File: config.mk
export PLATFORM = sky130hd
export DESIGN_NAME = guide_error_trigger_capture_core
export DESIGN_NICKNAME = d
export VERILOG_FILES = /design/src/design/gtc_pkg.sv /design/src/design/gtc_trigger.sv /design/src/design/gtc_event_ctrl.sv /design/src/design/gtc_emitter.sv /design/src/design/guide_error_trigger_capture_core.sv
export SDC_FILE = /design/constraint.sdc
export NUM_CORES = 1
export LEC_CHECK = 0
export ABC_CLOCK_PERIOD_IN_PS = 24100
export BUFFER_PORTS_ARGS = -buffer_cell sky130_fd_sc_hd__buf_2
export CAP_MARGIN = 40
export CORE_MARGIN = 1.5
export CORE_UTILIZATION = 30
export DETAILED_ROUTE_END_ITERATION = 8
export HOLD_SLACK_MARGIN = 0.03
export SYNTH_ARGS = -nofsm -noshare
export SYNTH_HDL_FRONTEND = slang
export SYNTH_SLANG_ARGS = --single-unit
File: constraint.sdc
create_clock -name clk -period 24.1 [get_ports clk]
set_input_delay 2.41 -clock clk [delete_from_list [all_inputs] [get_ports clk]]
set_output_delay 2.41 -clock clk [all_outputs]
set_load 0.005 [all_outputs]
File: src/design/gtc_pkg.sv
// Shared types, codes and constants for the guide error trigger capture block.
package gtc_pkg;

  localparam int IN_TDATA_W  = 88;
  localparam int OUT_TDATA_W = 48;
  localparam int CFG_INDEX_W = 3;
  localparam int CFG_DATA_W  = 16;

  // action codes
  localparam logic [1:0] ACT_OFFSET = 2'd0;
  localparam logic [1:0] ACT_DROP   = 2'd1;
  localparam logic [1:0] ACT_PUSH   = 2'd2;

  // origin kinds of a logged frame
  localparam logic [1:0] KIND_HISTORY = 2'd0;
  localparam logic [1:0] KIND_TRIGGER = 2'd1;
  localparam logic [1:0] KIND_FOLLOW  = 2'd2;

  // register indexes
  localparam logic [CFG_INDEX_W-1:0] REG_LOGGING_ENABLED = 3'd0;
  localparam logic [CFG_INDEX_W-1:0] REG_TRIG_ON_PX      = 3'd1;
  localparam logic [CFG_INDEX_W-1:0] REG_TRIG_ON_REL     = 3'd2;
  localparam logic [CFG_INDEX_W-1:0] REG_TRIG_ON_DROP    = 3'd3;
  localparam logic [CFG_INDEX_W-1:0] REG_THRESH_PX       = 3'd4;
  localparam logic [CFG_INDEX_W-1:0] REG_THRESH_REL      = 3'd5;

  localparam logic [1:0]  FOLLOW_FRAMES       = 2'd2;
  localparam logic [15:0] STATS_WARMUP_FRAMES = 16'd10;
  localparam logic [15:0] THRESH_RESET        = 16'd1024;
  localparam logic [15:0] EVENT_RESET         = 16'd1;

  typedef struct packed {
    logic        logging_enabled;
    logic        trig_on_px;
    logic        trig_on_rel;
    logic        trig_on_drop;
    logic [15:0] thresh_px;
    logic [15:0] thresh_rel;
  } cfg_t;

  typedef struct packed {
    logic [1:0]  action;
    logic [31:0] frame_id;
    logic [15:0] distance;
    logic [15:0] current_error;
    logic        guiding;
    logic        calib_or_guiding;
    logic        paused;
    logic        settling;
    logic [15:0] frames_seen;
  } item_t;

endpackage

File: src/design/gtc_trigger.sv
// Trigger decision for offset and dropped-frame words.
module gtc_trigger
  import gtc_pkg::*;
(
  input  cfg_t  cfg,
  input  item_t item,
  output logic  trig
);

  logic [15:0] cur_eff;
  logic [31:0] rel_rhs;
  logic [31:0] rel_lhs;
  logic        px_ok;
  logic        rel_ok;
  logic        test_ok;
  logic        offset_ok;
  logic        drop_ok;

  // zero error counts as one LSB
  assign cur_eff = (item.current_error == 16'd0) ? 16'd1 : item.current_error;
  assign rel_rhs = {16'd0, cfg.thresh_rel} * {16'd0, cur_eff};
  assign rel_lhs = {8'd0, item.distance, 8'd0};
  assign px_ok   = item.distance > cfg.thresh_px;
  assign rel_ok  = rel_lhs > rel_rhs;

  always_comb begin
    if (cfg.trig_on_px && cfg.trig_on_rel) begin
      test_ok = px_ok && rel_ok;
    end else if (cfg.trig_on_px) begin
      test_ok = px_ok;
    end else begin
      test_ok = rel_ok;
    end
  end

  assign offset_ok = cfg.logging_enabled && (cfg.trig_on_px || cfg.trig_on_rel)
                     && item.guiding && !item.paused && !item.settling
                     && (item.frames_seen >= STATS_WARMUP_FRAMES) && test_ok;
  assign drop_ok   = cfg.logging_enabled && cfg.trig_on_drop
                     && item.calib_or_guiding && !item.paused;

  always_comb begin
    case (item.action)
      ACT_OFFSET: trig = offset_ok;
      ACT_DROP:   trig = drop_ok;
      default:    trig = 1'b0;
    endcase
  end

endmodule

File: src/design/gtc_event_ctrl.sv
// Event state: frame history, follow-on count and event number.
module gtc_event_ctrl
  import gtc_pkg::*;
#(
  parameter int HISTORY_DEPTH = 2
) (
  input  logic                               clk,
  input  logic                               rst,
  input  item_t                              item,
  input  logic                               trig,
  input  logic                               advance,
  output logic                               produces,
  output logic [$clog2(HISTORY_DEPTH+1)-1:0] emit_start,
  output logic [HISTORY_DEPTH-1:0][31:0]     hist_ids,
  output logic [1:0]                         emit_kind,
  output logic [15:0]                        emit_event
);

  localparam int IW = $clog2(HISTORY_DEPTH + 1);

  // valid entries always sit at the top of the history
  logic [IW-1:0] hist_count;
  logic [1:0]    follow;
  logic [15:0]   event_count;
  logic          is_frame;
  logic          fresh;

  assign is_frame   = (item.action == ACT_OFFSET) || (item.action == ACT_DROP);
  assign produces   = is_frame && (trig || (follow != 2'd0));
  assign fresh      = trig && (follow == 2'd0);
  assign emit_kind  = trig ? KIND_TRIGGER : KIND_FOLLOW;
  assign emit_event = event_count;
  assign emit_start = fresh ? (IW'(HISTORY_DEPTH) - hist_count) : IW'(HISTORY_DEPTH);

  always_ff @(posedge clk) begin
    if (rst) begin
      hist_count  <= '0;
      follow      <= 2'd0;
      event_count <= EVENT_RESET;
    end else if (advance) begin
      case (item.action) inside
        ACT_PUSH: begin
          if (hist_count != IW'(HISTORY_DEPTH)) begin
            hist_count <= hist_count + IW'(1);
          end
        end
        ACT_OFFSET, ACT_DROP: begin
          if (trig) begin
            follow <= FOLLOW_FRAMES;
          end else if (follow != 2'd0) begin
            follow <= follow - 2'd1;
            if (follow == 2'd1) begin
              event_count <= event_count + 16'd1;
            end
          end
        end
        default: begin
        end
      endcase
    end
  end

  // shift toward index zero, newest at the top
  always_ff @(posedge clk) begin
    if (advance && (item.action == ACT_PUSH)) begin
      for (int i = 0; i < HISTORY_DEPTH - 1; i++) begin
        hist_ids[i] <= hist_ids[i+1];
      end
      hist_ids[HISTORY_DEPTH-1] <= item.frame_id;
    end
  end

endmodule

File: src/design/gtc_emitter.sv
// Result register: holds one burst of logged frames and sends it word by word.
module gtc_emitter
  import gtc_pkg::*;
#(
  parameter int HISTORY_DEPTH = 2
) (
  input  logic                               clk,
  input  logic                               rst,
  input  logic                               load,
  input  logic [$clog2(HISTORY_DEPTH+1)-1:0] load_start,
  input  logic [HISTORY_DEPTH-1:0][31:0]     hist_ids,
  input  logic [31:0]                        cur_id,
  input  logic [1:0]                         cur_kind,
  input  logic [15:0]                        event_num,
  output logic                               free,
  input  logic                               m_tready,
  output logic                               m_tvalid,
  output logic [OUT_TDATA_W-1:0]             m_tdata,   // log_frame_id, event_number
  output logic [1:0]                         m_tuser,   // origin_kind
  output logic                               m_tlast
);

  localparam int IW = $clog2(HISTORY_DEPTH + 1);

  logic          busy;
  logic [IW-1:0] slot;
  logic [31:0]   slot_ids [0:HISTORY_DEPTH];
  logic [1:0]    kind;
  logic [15:0]   ev;
  logic          at_end;

  // slot HISTORY_DEPTH holds the current frame, lower slots the history
  assign at_end   = (slot == IW'(HISTORY_DEPTH));
  assign free     = !busy || (m_tready && at_end);
  assign m_tvalid = busy;
  assign m_tlast  = at_end;
  assign m_tdata  = {ev, slot_ids[slot]};
  assign m_tuser  = at_end ? kind : KIND_HISTORY;

  always_ff @(posedge clk) begin
    if (rst) begin
      busy <= 1'b0;
      slot <= '0;
    end else if (load) begin
      busy <= 1'b1;
      slot <= load_start;
    end else if (busy && m_tready) begin
      if (at_end) begin
        busy <= 1'b0;
      end else begin
        slot <= slot + IW'(1);
      end
    end
  end

  always_ff @(posedge clk) begin
    if (load) begin
      for (int i = 0; i < HISTORY_DEPTH; i++) begin
        slot_ids[i] <= hist_ids[i];
      end
      slot_ids[HISTORY_DEPTH] <= cur_id;
      kind <= cur_kind;
      ev   <= event_num;
    end
  end

endmodule

File: src/design/guide_error_trigger_capture_core.sv
// Guide error trigger capture. Words on the slave side are offset frames, dropped
// frames or history pushes (tuser selects which); each is held in an input
// register, judged against the trigger settings and turned into a burst of log
// words in the result register. A burst sends one word per cycle while m_tready
// is high: a fresh trigger sends the stored history frames, oldest first, then
// the trigger frame (up to HISTORY_DEPTH + 1 words); a retrigger or a follow-on
// frame sends one word; other words send nothing. The result register's drain
// sets the rate: an item with a burst waits for the current burst's last word,
// and the next word is taken while the current burst is still being sent.
// Configuration is written through cfg_we, cfg_index and cfg_data; the user must
// write it only while the block is idle, which the block does not enforce.
module guide_error_trigger_capture_core
  import gtc_pkg::*;
#(
  parameter int HISTORY_DEPTH = 2
) (
  input  logic                   clk,
  input  logic                   rst,
  input  logic                   cfg_we,
  input  logic [CFG_INDEX_W-1:0] cfg_index,
  input  logic [CFG_DATA_W-1:0]  cfg_data,
  input  logic                   s_tvalid,
  output logic                   s_tready,
  // frame_id, distance, current_error, guiding, calib_or_guiding, paused,
  // settling, frames_seen, zero pad
  input  logic [IN_TDATA_W-1:0]  s_tdata,
  input  logic [1:0]             s_tuser,   // action
  output logic                   m_tvalid,
  input  logic                   m_tready,
  output logic [OUT_TDATA_W-1:0] m_tdata,   // log_frame_id, event_number
  output logic [1:0]             m_tuser,   // origin_kind
  output logic                   m_tlast
);

  localparam int IW = $clog2(HISTORY_DEPTH + 1);

  cfg_t                          cfg;
  item_t                         item_in;
  item_t                         item;
  logic                          in_valid;
  logic                          advance;
  logic                          trig;
  logic                          produces;
  logic                          emit_free;
  logic [IW-1:0]                 emit_start;
  logic [HISTORY_DEPTH-1:0][31:0] hist_ids;
  logic [1:0]                    emit_kind;
  logic [15:0]                   emit_event;

  always_ff @(posedge clk) begin
    if (rst) begin
      cfg.logging_enabled <= 1'b0;
      cfg.trig_on_px      <= 1'b0;
      cfg.trig_on_rel     <= 1'b0;
      cfg.trig_on_drop    <= 1'b0;
      cfg.thresh_px       <= THRESH_RESET;
      cfg.thresh_rel      <= THRESH_RESET;
    end else if (cfg_we) begin
      unique case (cfg_index)
        REG_LOGGING_ENABLED: cfg.logging_enabled <= cfg_data[0];
        REG_TRIG_ON_PX:      cfg.trig_on_px      <= cfg_data[0];
        REG_TRIG_ON_REL:     cfg.trig_on_rel     <= cfg_data[0];
        REG_TRIG_ON_DROP:    cfg.trig_on_drop    <= cfg_data[0];
        REG_THRESH_PX:       cfg.thresh_px       <= cfg_data;
        REG_THRESH_REL:      cfg.thresh_rel      <= cfg_data;
        default: begin
        end
      endcase
    end
  end

  always_comb begin
    item_in.action           = s_tuser;
    item_in.frame_id         = s_tdata[31:0];
    item_in.distance         = s_tdata[47:32];
    item_in.current_error    = s_tdata[63:48];
    item_in.guiding          = s_tdata[64];
    item_in.calib_or_guiding = s_tdata[65];
    item_in.paused           = s_tdata[66];
    item_in.settling         = s_tdata[67];
    item_in.frames_seen      = s_tdata[83:68];
  end

  // drop silent words at once; a burst waits for the result register
  assign advance  = in_valid && (!produces || emit_free);
  assign s_tready = !in_valid || advance;

  always_ff @(posedge clk) begin
    if (rst) begin
      in_valid <= 1'b0;
    end else if (s_tready) begin
      in_valid <= s_tvalid;
    end
  end

  always_ff @(posedge clk) begin
    if (s_tready && s_tvalid) begin
      item <= item_in;
    end
  end

  gtc_trigger u_trigger (
    .cfg  (cfg),
    .item (item),
    .trig (trig)
  );

  gtc_event_ctrl #(
    .HISTORY_DEPTH (HISTORY_DEPTH)
  ) u_event_ctrl (
    .clk        (clk),
    .rst        (rst),
    .item       (item),
    .trig       (trig),
    .advance    (advance),
    .produces   (produces),
    .emit_start (emit_start),
    .hist_ids   (hist_ids),
    .emit_kind  (emit_kind),
    .emit_event (emit_event)
  );

  gtc_emitter #(
    .HISTORY_DEPTH (HISTORY_DEPTH)
  ) u_emitter (
    .clk        (clk),
    .rst        (rst),
    .load       (advance && produces),
    .load_start (emit_start),
    .hist_ids   (hist_ids),
    .cur_id     (item.frame_id),
    .cur_kind   (emit_kind),
    .event_num  (emit_event),
    .free       (emit_free),
    .m_tready   (m_tready),
    .m_tvalid   (m_tvalid),
    .m_tdata    (m_tdata),
    .m_tuser    (m_tuser),
    .m_tlast    (m_tlast)
  );

endmodule

== Word-level counts from Yosys, hierarchy flattened ==
Memories as Yosys holds them, arrays and structs flattened. A register that Yosys moved wholly into a read port is not among the register bits.
Cells that the tools add are included.
Storage, ports and cells
  register bits: 228
  memory bits (writable): 96
  bits of input ports: 114
  output and inout port bits: 53
  word-level logic and storage cells: 117
  memories: 1
Operators by class
  add/subtract/negate cells: 5
  multipliers: 1
  $lt $le $gt $ge: 3
  equality and inequality tests: 11
  multiplexer cells: 19
  bitwise logic cells: 2
  reduce and logical (&&, ||, !) cells: 50
Memories
  u_emitter.slot_ids: depth 3, bits a word 32, rd ports 1, clocked after memory_dff 1, write ports 3, RTL line gtc_emitter.sv:27  | logic [31:0] slot_ids [0:HISTORY_DEPTH];
Operators by type and width (number)
  > comparator 24 x 32 -> 1 bit: 1
  multiplier 16 x 16 -> 32 bit: 1
  2-to-1 mux 2 bit: 10
  logical AND 1 bit: 19
  adder 16 x 1 -> 16 bit, second input constant: 1
  greater-or-equal comparator 16 x 4 -> 1 bit, second input constant: 1
  > comparator 16 bit: 1
  logical NOT 16 bit: 1
  2-to-1 mux 16 bit: 1
  AND reduction 2 bit: 8
  nonzero test 2 bit: 4
  2-to-1 mux 1 bit: 7
  equality test 3 x 2 -> 1 bit, second input constant: 2
  equality test 3 bit, second input constant: 2
  logical OR 1 bit: 6
  AND reduction 6 bit: 1
  logical NOT 1 bit: 5
  adder 2 x 1 -> 2 bit, second input constant: 2
  equality test 2 x 1 -> 1 bit, second input constant: 2
  equality test 2 bit, second input constant: 2
  logical NOT 2 bit: 2
  AND reduction 4 bit: 1
  equality test 3 x 1 -> 1 bit, second input constant: 1
  logical NOT 3 bit: 1
  other kinds (8): 9

== Logic depth before layout (Yosys ltp) ==
Gate-level depths: netlist (run 1).
  depth after elaboration: 18
  depth in mapped cells: 34

== Modules after synthesis ==
From an unflattened synthesis (run 1), not the netlist that was laid out.
Unflattened totals
  cells, all modules: 1793
  area total of the unflattened synthesis: 20977.6 sq um
By module, submodules not included
  gtc_trigger: times used 1, cells an instance 1130, area each 9535.4 sq um
  gtc_emitter: times used 1, cells an instance 245, area each 4352.9 sq um
  guide_error_trigger_capture_core: times used 1, cells an instance 234, area each 4164.0 sq um
  gtc_event_ctrl: times used 1, cells an instance 184, area each 2925.3 sq um

== Worst setup path before layout (run 1) ==
OpenSTA, ideal clock, no wires.
  path kind: register to register
  start point: reg item[29] (netlist name)
  end point: reg item[10] (netlist name)
  setup time: 0.579 ns
  arrival: 11.481 ns
  path slack: 12.040 ns
  cell stages (with the launch flop): 33
  path through: edfxtp_1 -> clkbuf_1 -> clkbuf_1 -> nand2_1 -> fa_1 -> inv_1 -> fa_1 -> inv_1 -> fa_1 -> inv_1 -> fa_1 -> fa_1 -> inv_1 -> fa_1 -> inv_1 -> ha_1 -> buf_4 -> nand4_1 -> a21oi_1 -> a21oi_4 -> o21a_4 -> o21ai_0 -> xnor2_1 -> ha_1 -> nand4_1 -> nor4_1 -> o2111a_1 -> a32oi_1 -> nand4_1 -> nor3_1 -> a41oi_2 -> a21oi_1 -> a31oi_1
On the way
  word-level cells in the longest chain between the ends: 15
  elaborated cells between the ends (all ways): 16
Ends and longest elaborated chain
  logical NOT 16 bit: RTL line gtc_trigger.sv:20  | assign cur_eff = (item.current_error == 16'd0) ? 16'd1 : item.current_error;
  2-to-1 mux 16 bit (*): RTL line gtc_trigger.sv:20
  multiplier 16 x 16 -> 32 bit (*): RTL line gtc_trigger.sv:21  | assign rel_rhs = {16'd0, cfg.thresh_rel} * {16'd0, cur_eff};
  > comparator 24 x 32 -> 1 bit (*): RTL line gtc_trigger.sv:24  | assign rel_ok = rel_lhs > rel_rhs;
  2-to-1 mux 1 bit or logical AND 1 bit (tied branches): RTL line gtc_trigger.sv:29, gtc_trigger.sv:28
  2-to-1 mux 1 bit (*): RTL line gtc_trigger.sv:27  | if (cfg.trig_on_px && cfg.trig_on_rel) begin
  logical AND 1 bit (*): RTL line gtc_trigger.sv:38  | && (item.frames_seen >= STATS_WARMUP_FRAMES) && test_ok;
  one-hot mux 1 bit (2 select lines) (*): RTL line gtc_trigger.sv:43  | case (item.action)
  logical OR 1 bit (*): RTL line gtc_event_ctrl.sv:29  | assign produces = is_frame && (trig || (follow != 2'd0));
  logical AND 1 bit (*): RTL line gtc_event_ctrl.sv:29
  logical NOT 1 bit (*): RTL line guide_error_trigger_capture_core.sv:85  | assign advance = in_valid && (!produces || emit_free);
  logical OR 1 bit (*): RTL line guide_error_trigger_capture_core.sv:85
  logical AND 1 bit (*): RTL line guide_error_trigger_capture_core.sv:85
  logical OR 1 bit (*): RTL line guide_error_trigger_capture_core.sv:86  | assign s_tready = !in_valid || advance;
  logical AND 1 bit (*): RTL line guide_error_trigger_capture_core.sv:97  | if (s_tready && s_tvalid) begin
Every way passes the cells marked *; elsewhere a longest branch is shown, timed or not.
A chain may end at the register's enable or synchronous reset.

== Final worst setup path (run 1) ==
  start point: reg cfg[6] (netlist name)
  end point: out s_tready
On the way
  word-level cells in the longest chain between the ends: 12
  elaborated cells between the ends (all ways): 13
Ends and longest elaborated chain
  multiplier 16 x 16 -> 32 bit (*): RTL line gtc_trigger.sv:21
  > comparator 24 x 32 -> 1 bit (*): RTL line gtc_trigger.sv:24
  2-to-1 mux 1 bit or logical AND 1 bit (tied branches): RTL line gtc_trigger.sv:29, gtc_trigger.sv:28
  2-to-1 mux 1 bit (*): RTL line gtc_trigger.sv:27
  logical AND 1 bit (*): RTL line gtc_trigger.sv:38
  one-hot mux 1 bit (2 select lines) (*): RTL line gtc_trigger.sv:43
  logical OR 1 bit (*): RTL line gtc_event_ctrl.sv:29
  logical AND 1 bit (*): RTL line gtc_event_ctrl.sv:29
  logical NOT 1 bit (*): RTL line guide_error_trigger_capture_core.sv:85
  logical OR 1 bit (*): RTL line guide_error_trigger_capture_core.sv:85
  logical AND 1 bit (*): RTL line guide_error_trigger_capture_core.sv:85
  logical OR 1 bit (*): RTL line guide_error_trigger_capture_core.sv:86
  to (decl): RTL line guide_error_trigger_capture_core.sv:23  | output logic s_tready,
Marked as above.

==> results of run 1 <==
-- worst min path at each step --
stage	startpoint	slack, ps	cells past startpoint	endpoint
2_1_floorplan	u_event_ctrl.hist_ids[0]$_DFFE_PP_	400	0	u_emitter.slot_ids[0][0]$_DFFE_PP_
3_3_place_gp	u_event_ctrl.hist_ids[25]$_DFFE_PP_	400	0	u_emitter.slot_ids[0][25]$_DFFE_PP_
3_5_place_dp	u_event_ctrl.hist_ids[0]$_DFFE_PP_	400	0	u_emitter.slot_ids[0][0]$_DFFE_PP_
4_1_cts	u_event_ctrl.hist_ids[8]$_DFFE_PP_	410	0	u_emitter.slot_ids[0][8]$_DFFE_PP_
5_1_grt	u_event_ctrl.hist_ids[8]$_DFFE_PP_	410	0	u_emitter.slot_ids[0][8]$_DFFE_PP_
6_report	u_event_ctrl.hist_ids[8]$_DFFE_PP_	410	0	u_emitter.slot_ids[0][8]$_DFFE_PP_
-- layer usage --
metal	vias up	share of wire	global-route usage
li1	6596	-	-
met1	7008	0.43	0.190
met2	418	0.48	0.240
met3	80	0.064	0.0257
met4	6	0.024	0.0429
met5	-	0.00052	0
-- cell families after synthesis --
| logic type | count (synthesis) | synth area share |
|---|---|---|
| compound gates | 245 | 0.0733 |
| simple gates | 578 | 0.131 |
| xor+xnor | 23 | 0.00957 |
| flops | 325 | 0.434 |
| buf+inv | 343 | 0.0632 |
| fa+ha+maj | 335 | 0.268 |
| mux | 41 | 0.0196 |
-- power by group through the flow --
stage          clock [mW]  sequential [mW]  combinational, mW
2_1_floorplan           0            0.642              0.157
3_3_place_gp            0            0.657              0.204
3_5_place_dp            0            0.657              0.210
4_1_cts             0.590            0.646              0.213
5_1_grt             0.609            0.648              0.241
6_report            0.570            0.646              0.211
-- cells in the mapped netlist (all sizes together), types with 9 or more instances --
| cell | number | share of area |
|---|---|---|
| a211oi | 13 | 0.0062 |
| a21oi | 99 | 0.025 |
| and2 | 121 | 0.036 |
| buf | 16 | 0.0047 |
| clkbuf | 65 | 0.012 |
| dfxtp | 62 | 0.059 |
| edfxtp | 263 | 0.38 |
| fa | 194 | 0.18 |
| ha | 141 | 0.084 |
| inv | 262 | 0.047 |
| mux2i | 39 | 0.019 |
| nand2 | 290 | 0.052 |
| nand3 | 17 | 0.0040 |
| nand4 | 23 | 0.0068 |
| nor2 | 51 | 0.0091 |
| nor3 | 13 | 0.0031 |
| nor4 | 13 | 0.0042 |
| o21ai | 75 | 0.018 |
| o31ai | 11 | 0.0042 |
| or4 | 9 | 0.0032 |
| xnor2 | 10 | 0.0042 |
| xor2 | 13 | 0.0054 |
-- through the flow --
step / setup slack, ps / hold slack [ps] / util / power (mW) / cell area, sq um
global route: 11330 / 414 / 0.352 / 1.50 / 24300
global placement: 12610 / 402 / 0.331 / 0.861 / 22800
floorplan: 12040 / 400 / - / 0.799 / 21000
finish: 11950 / 410 / 0.352 / 1.43 / 24300
CTS: 11890 / 408 / 0.352 / 1.45 / 24200
detailed placement: 12540 / 405 / 0.333 / 0.867 / 23000
-- critical path, delay by kind of cell (launching register included) --
family,cells,cell delay (ps)
flops,1,920
xor+xnor,1,160
compound gates,6,1770
fa+ha+maj,8,3930
simple gates,9,1960
buf+inv,6,440
-- cell usage in the layout (no fill, tap or decap), types with 7 or more instances in the layout --
| cell | synthesis | final |
|---|---|---|
| mux2i_1 | 39 | 39 |
| nor4_1 | 12 | 12 |
| inv_1 | 262 | 262 |
| a211oi_1 | 8 | 8 |
| xnor2_1 | 10 | 10 |
| nor3_1 | 13 | 12 |
| o21ai_0 | 69 | 69 |
| and2_1 | 121 | 121 |
| or4_1 | 9 | 9 |
| ha_1 | 141 | 141 |
| nand4_1 | 23 | 23 |
| xor2_1 | 13 | 13 |
| nor2_1 | 51 | 51 |
| o31ai_1 | 10 | 10 |
| dfxtp_1 | 62 | 60 |
| nand3_1 | 17 | 17 |
| nand2_1 | 290 | 290 |
| clkbuf_1 | 63 | 8 |
| or3_1 | 8 | 8 |
| buf_2 | 7 | 161 |
| fa_1 | 194 | 194 |
| clkbuf_16 | 0 | 39 |
| o211ai_1 | 7 | 7 |
| a21oi_1 | 96 | 96 |
| edfxtp_1 | 263 | 263 |
| nor2b_1 | 8 | 8 |
| buf_4 | 6 | 16 |
-- area by class of cell --
cell class / instances / area share
clock inverters: 19 / 0.00974
multi-input cells: 1222 / 0.436
clock buffers: 49 / 0.0426
well taps: 931 / 0.0480
repair buffers: 185 / 0.0458
flip-flops and latches: 325 / 0.377
diodes: 4 / 0.000412
inverters: 262 / 0.0405
-- sequential cells by signal, indices dropped and copies added, names as in the netlist, 16 cells and up, named ones only --
register / cells
u_emitter.slot_ids: 96
u_event_ctrl.emit_event: 16
u_event_ctrl.hist_ids: 64
cfg: 36
item: 85
u_emitter.ev: 16
==> parameters.txt, run 1 <==
Parameter                              Value

Power
  Total power density per cell area    58.8 nW/um^2
  Internal power    1.04 mW
  Switching power total    391 uW
  Highest ir drop seen on vdd    0.0462 mV
  Leakage power of the design    9.68 nW
  Clk network pwr share    0.399
  Net switching share of the total power    0.274
  Logic pwr share    0.148
  Share of total power in sequential cells    0.453

GRT
  Pin count of the biggest net entering global routing    a little under 60
  Antenna violations before repair    8
  Vias in the first global route    14,800
  GRT overflow    0
  GRT Util Overall    0.144
  Wire length of the first global-routing pass    about 81 mm

Synthesis
  Count of mapped cells out of synthesis    1,890
  Fraction of registers with async set or reset after synthesis    0
  Top flip-flop cell by instance count after synthesis    edfxtp_1
  Synthesized cell area    21,000 sq um
  Post-synth EDFFs    roughly 260
  Number of library cell types mapped by synthesis    76
  Net count of the mapped netlist    2,339
  Synthesis-stage register bit count    325
  Mean instance size in the synthesized netlist    11.1 sq um
  Seq/Total Area, Yosys    0.434
  Synthesis Warnings    0

STA
  Slew at the pin closest to its max-slew limit    slightly above 900 ps
  Min cycle time layout    12,150 ps
  Final number of setup-violating endpoints    0
  Period utilisation layout    0.504
  Slew Viols, Final    0
  Setup repair after global routing missed its margin    false
  Worst slew margin relative to its limit    0.379
  Final worst clock skew    46.5 ps
  Setup TNS    0 ps
  Fin. Hold Viols    0
  Max Clk Rate    0.0823 GHz

Placed design
  Dpl cells    2,924
  DP HPWL    37.6 mm
  Total of buffers placed on input and output ports    161
  Routability-driven placement congestion ratio    about 0.85

Clock tree
  Worst skew pair latency    580 ps
  CTS hold repair buffers    0
  # Post-CTS Setup Buffers    0
  Deepest level of the CTS H-tree    2
  Resized cells post-CTS    0
  Num CTS Buffers    38
  Buffers from clock root to sink, at most    3
  Clock-pin slew of the registers on the worst-case setup and hold paths    60 ps
  Clock tree from TritonCTS    built
  Number of clock sinks    325
  CTS Root Cell    clkbuf_16

Final layout
  Multi-input combinational cell area    between 10,000 and 15,000 sq um
  Layout Area Growth over Synthesis    15.4%
  Storage element area    9140 sq um
  Fraction of final layout cells with drive strength greater than 1    0.130
  Final cell count without fillers    2,997
  Net count reported at finish    2,483
  Number of filler instances in the final layout    6,879

Critical path
  FF-to-FF path depth    31
  Register-to-register setup slack    13,470 ps
  CP max stage cell    dfxtp_1
  RR Endpoint    item[25]$_DFFE_PP_
  Kind of capture point of the worst setup path    output pin
  Crit path top cell by count    fa_1
  Termination of the worst setup path    s_tready
  Arr. time, crit path    9740 ps
  Critical R2R Launch    cfg[6]$_SDFFE_PP0P_
  CP max stage delay    just over 900 ps
  Largest fanout on the critical path    17
  Startpoint types    flip-flop
  Data required time at the worst endpoint    21,690 ps
  Crit path kind    reg -> out
  Critical path origin    cfg[6]$_SDFFE_PP0P_

Floorplan
  Initial core utilization    0.305
  Die Footprint    between 70,000 and 80,000 sq um
  Die X    268 microns
  I/O pin total    167
  Standard cell core area    68,900 sq um
  Die boundary height    268 microns
  Number of rows in the core area    96

Route
  Total iterations of the first detailed-routing run    7
  Number of vias in the routed layout    around 14,000
  Post-Route WL    50.0 mm
  Detailed router's first-iteration violation count    1,009
  Residual DRC count    0
  Via count normalized by instance count    4.71
  Antenna-violating nets left    0
  Detail-routed net length per standard cell    approximately 17 microns

Hold path
  Hold crit path type    reg -> reg

Run
  Max_cap viols    0

Run status
  Outcome    finished, final reports clean
(Power assumes the default switching activity.)
==> run 2: changes to the inputs <==
--- a/config.mk
+++ b/config.mk
@@ -5,7 +5,8 @@
 export SDC_FILE = /design/constraint.sdc
 export NUM_CORES = 1
 export LEC_CHECK = 0
-export ABC_CLOCK_PERIOD_IN_PS = 24100
+export ABC_AREA = 1
+export ABC_CLOCK_PERIOD_IN_PS = 10400
 export BUFFER_PORTS_ARGS = -buffer_cell sky130_fd_sc_hd__buf_2
 export CAP_MARGIN = 40
 export CORE_MARGIN = 1.5
==> constraint.sdc (replaced) <==
create_clock -name clk -period 10.4 [get_ports clk]
set_input_delay 1.04 -clock clk [delete_from_list [all_inputs] [get_ports clk]]
set_output_delay 1.04 -clock clk [all_outputs]
set_load 0.005 [all_outputs]
==> run 2 against run 1 <==
Effect of this change: setup slack worse by 11000 ps; register-to-register slack worse by 12000 ps; total power is 140% higher; global-route usage is 0.64 points lower; combinational power grew to 3.5 times the previous value; critical path type unchanged; highest routed layer unchanged.
==> parameters.txt, run 2 <==
Parameter                              Value

Synthesis
  Count of mapped cells out of synthesis    2,237 (+18%)
  Share of the synthesized area in the top cell type    0.365 (-0.00997)
  Net count of the mapped netlist    2,686 (+15%)
  Number of library cell types mapped by synthesis    42 (-45%)
  Mean instance size in the synthesized netlist    9.66 sq um (-13%)
  Top flip-flop cell by instance count after synthesis    edfxtp_1
  Most frequent cells after synthesis    nand2_1, inv_1, edfxtp_1
  Most numerous cell in the Yosys netlist    nand2_1
  Synthesis Warnings    0 (unchanged)
  Biggest area contributors in the synthesized netlist    edfxtp_1, fa_1, nand2_1
  Post-synth EDFFs    263 (unchanged)
  Synthesis-stage register bit count    325 (unchanged)
  Leading area contributor after synthesis    edfxtp_1
  Synthesized cell area    21,600 sq um (+2.7%)
  Fraction of registers with async set or reset after synthesis    0 (unchanged)
  Seq/Total Area, Yosys    0.423 (-0.0115)

STA
  Final worst clock skew    25.8 ps (-20.7 ps)
  Slew Viols, Final    0 (unchanged)
  Fin. Hold Viols    0 (unchanged)
  Final number of setup-violating endpoints    0 (unchanged)
  Slew at the pin closest to its max-slew limit    897 ps (-33.0 ps)
  Min cycle time layout    9190 ps
  Max Clk Rate    0.109 GHz
  Worst slew margin relative to its limit    0.402 (+0.0229)
  Setup TNS    0 ps (unchanged)
  Setup repair after global routing missed its margin    false
  Period utilisation layout    0.884

Clock tree
  CTS hold repair buffers    0 (unchanged)
  # Post-CTS Setup Buffers    0 (unchanged)
  CTS Root Cell    clkbuf_16
  Buffers from clock root to sink, at most    3 (unchanged)
  Number of clock sinks    325 (unchanged)
  Num CTS Buffers    37 (-2.6%)
  Clock tree from TritonCTS    built
  Resized cells post-CTS    0 (unchanged)
  Worst skew pair latency    560 ps (-20 ps)
  Deepest level of the CTS H-tree    2 (unchanged)
  Clock-pin slew of the registers on the worst-case setup and hold paths    60 ps (about the same)

GRT
  Vias in the first global route    15,000 (+1.5%)
  GRT overflow    0 (unchanged)
  GRT Util Overall    0.137 (-0.00640)
  Pin count of the biggest net entering global routing    68 (+17%)
  Wire length of the first global-routing pass    80.4 mm (-0.46%)
  Antenna violations before repair    3 (-5)

Power
  Net switching share of the total power    0.298 (+0.0238)
  Sum of internal, switching and leakage power    3.49 mW (+140%)
  Highest ir drop seen on vdd    0.103 mV (+120%)
  Share of total power in sequential cells    0.421 (-0.032)
  Leakage power of the design    11.5 nW (+19%)
  Internal power    2.45 mW (+140%)
  Clk network pwr share    0.368 (-0.031)
  Logic pwr share    0.211 (+0.063)
  Total power density per cell area    141 nW/um^2 (+140%)
  Switching power total    1.04 mW (+170%)

Critical path
  Arr. time, crit path    8150 ps (-1590 ps)
  CP max stage cell    edfxtp_1
  Kind of capture point of the worst setup path    output pin
  CP max stage delay    940 ps (+20 ps)
  Data required time at the worst endpoint    9360 ps (-12,330 ps)
  Crit path kind    reg -> out
  Crit path top cell by count    fa_1
  Startpoint types    flip-flop
  Largest fanout on the critical path    17 (unchanged)

Route
  Number of vias in the routed layout    14,600 (+3.7%)
  Routed met2 length    25.0 mm (+4.1%)
  M1 wire length    21.3 mm (-1.5%)
  Post-Route WL    49.4 mm (-1.1%)
  Detail-routed net length per standard cell    14.8 microns (-12%)
  Total iterations of the first detailed-routing run    5 (-2)
  Routed met3 length    2.15 mm (-32%)
  Antenna-violating nets left    0 (unchanged)
  Residual DRC count    0 (unchanged)
  Max layer used    met5
  Via count normalized by instance count    4.37 (-7.2%)
  Detailed router's first-iteration violation count    846 (-16%)

Floorplan
  Die Footprint    73,700 sq um (+2.7%)
  Die boundary height    271 microns (+1.3%)
  I/O pin total    167 (unchanged)
  Die X    271 microns (+1.3%)
  Number of rows in the core area    98 (+2.1%)
  Standard cell core area    71,400 sq um (+3.5%)
  Initial core utilization    0.303 (-0.00229)

Final layout
  Multi-input combinational cell area    10,300 sq um (-2.9%)
  Net count reported at finish    2,818 (+13%)
  Final cell count without fillers    3,348 (+12%)
  Post-route core utilization    0.346 (-0.00610)
  Final Instance Area    24,700 sq um (+1.7%)
  Register ranked first by flip-flop count    u_emitter.slot_ids
  Highest-count cells in the layout ignoring fill and taps    nand2_1, inv_1, edfxtp_1, fa_1, buf_2
  Fraction of final layout cells with drive strength greater than 1    0.127 (-0.00311)
  Biggest regs    u_emitter.slot_ids: 96 flops, item: 85 flops, u_event_ctrl.hist_ids: 64 flops
  Storage element area    9140 sq um (about the same)
  Number of filler instances in the final layout    7,256 (+5.5%)
  Layout Area Growth over Synthesis    14.2%
  Most common cell after layout, fill and taps aside    nand2_1
  Number of flip-flops under the largest register name    96 (unchanged)

Placed design
  Total of buffers placed on input and output ports    161 (unchanged)
  Dpl cells    3,280 (+12%)
  Post-Place Cell Area    23,500 sq um (+2.3%)
  Routability-driven placement congestion ratio    0.870 (+2.4%)
  DP HPWL    37.4 mm (-0.49%)

Hold path
  Hold crit path type    reg -> reg

Run status
  Outcome    finished, final reports clean

Run
  Max_cap viols    0 (unchanged)
## run 2: critical path: cells and delay by family, from the launching register on
family,cells,cell delay (ps)
AOI/OAI and AO/OA,2,470
and+or+nand+nor,17,1770
adders and majority gates,8,3740
DFF,1,940
xor gates and xnor gates,1,260
buffers and inverters,5,380
## run 2: path summary, 6_finish.rpt
path | startpoint | to | slack [ps] | depth (start not counted)
worst max-delay path | item[23]$_DFFE_PP_ | s_tready | 1210 | 33
worst min-delay path | u_event_ctrl.hist_ids[4]$_DFFE_PP_ | u_emitter.slot_ids[0][4]$_DFFE_PP_ | 410 | 0
worst max register to register | item[23]$_DFFE_PP_ | item[30]$_DFFE_PP_ | 1750 | 35
worst min register to register | u_event_ctrl.hist_ids[4]$_DFFE_PP_ | u_emitter.slot_ids[0][4]$_DFFE_PP_ | 410 | 0
## run 2: cell type report
class,instances,share of cell area
clock buffers,46,0.0389
flip-flops and latches,325,0.370
multi-input cells,1340,0.417
clock inverters,19,0.00958
diodes,3,0.000304
inverters,479,0.0730
repair buffers,186,0.0432
well taps,950,0.0481
## run 2: kinds of logic after synthesis
group | Yosys count | synth area share
AND/OR/NAND/NOR | 766 | 0.149
buffers and inverters | 572 | 0.101
adder cells (fa/ha/maj) | 335 | 0.261
flip-flops | 325 | 0.423
AO/OA/AOI/OAI | 202 | 0.0504
XOR/XNOR | 37 | 0.0150
## run 2: layer usage
metal / up-vias / track usage
met3: 62 / 0.0207
met4: 2 / 0.0376
met1: 7082 / 0.171
li1: 7217 / -
met5: - / 0
met2: 269 / 0.245
## run 2: per-stage QoR
stage / hold slack [ps] / setup WS, ps
6_report: 412 / 1210
3_5_place_dp: 405 / 1640
3_3_place_gp: 400 / 1670
5_1_grt: 415 / 618
4_1_cts: 410 / 1130
2_1_floorplan: 400 / 1750
## run 2: power groups by stage
stage	sequential (mW)	combinational [mW]	clock [mW]
after floorplan	1.47	0.568	0
after global placement	1.50	0.740	0
after detailed placement	1.50	0.748	0
after CTS	1.47	0.755	1.33
after global routing	1.47	0.858	1.37
final	1.47	0.737	1.28
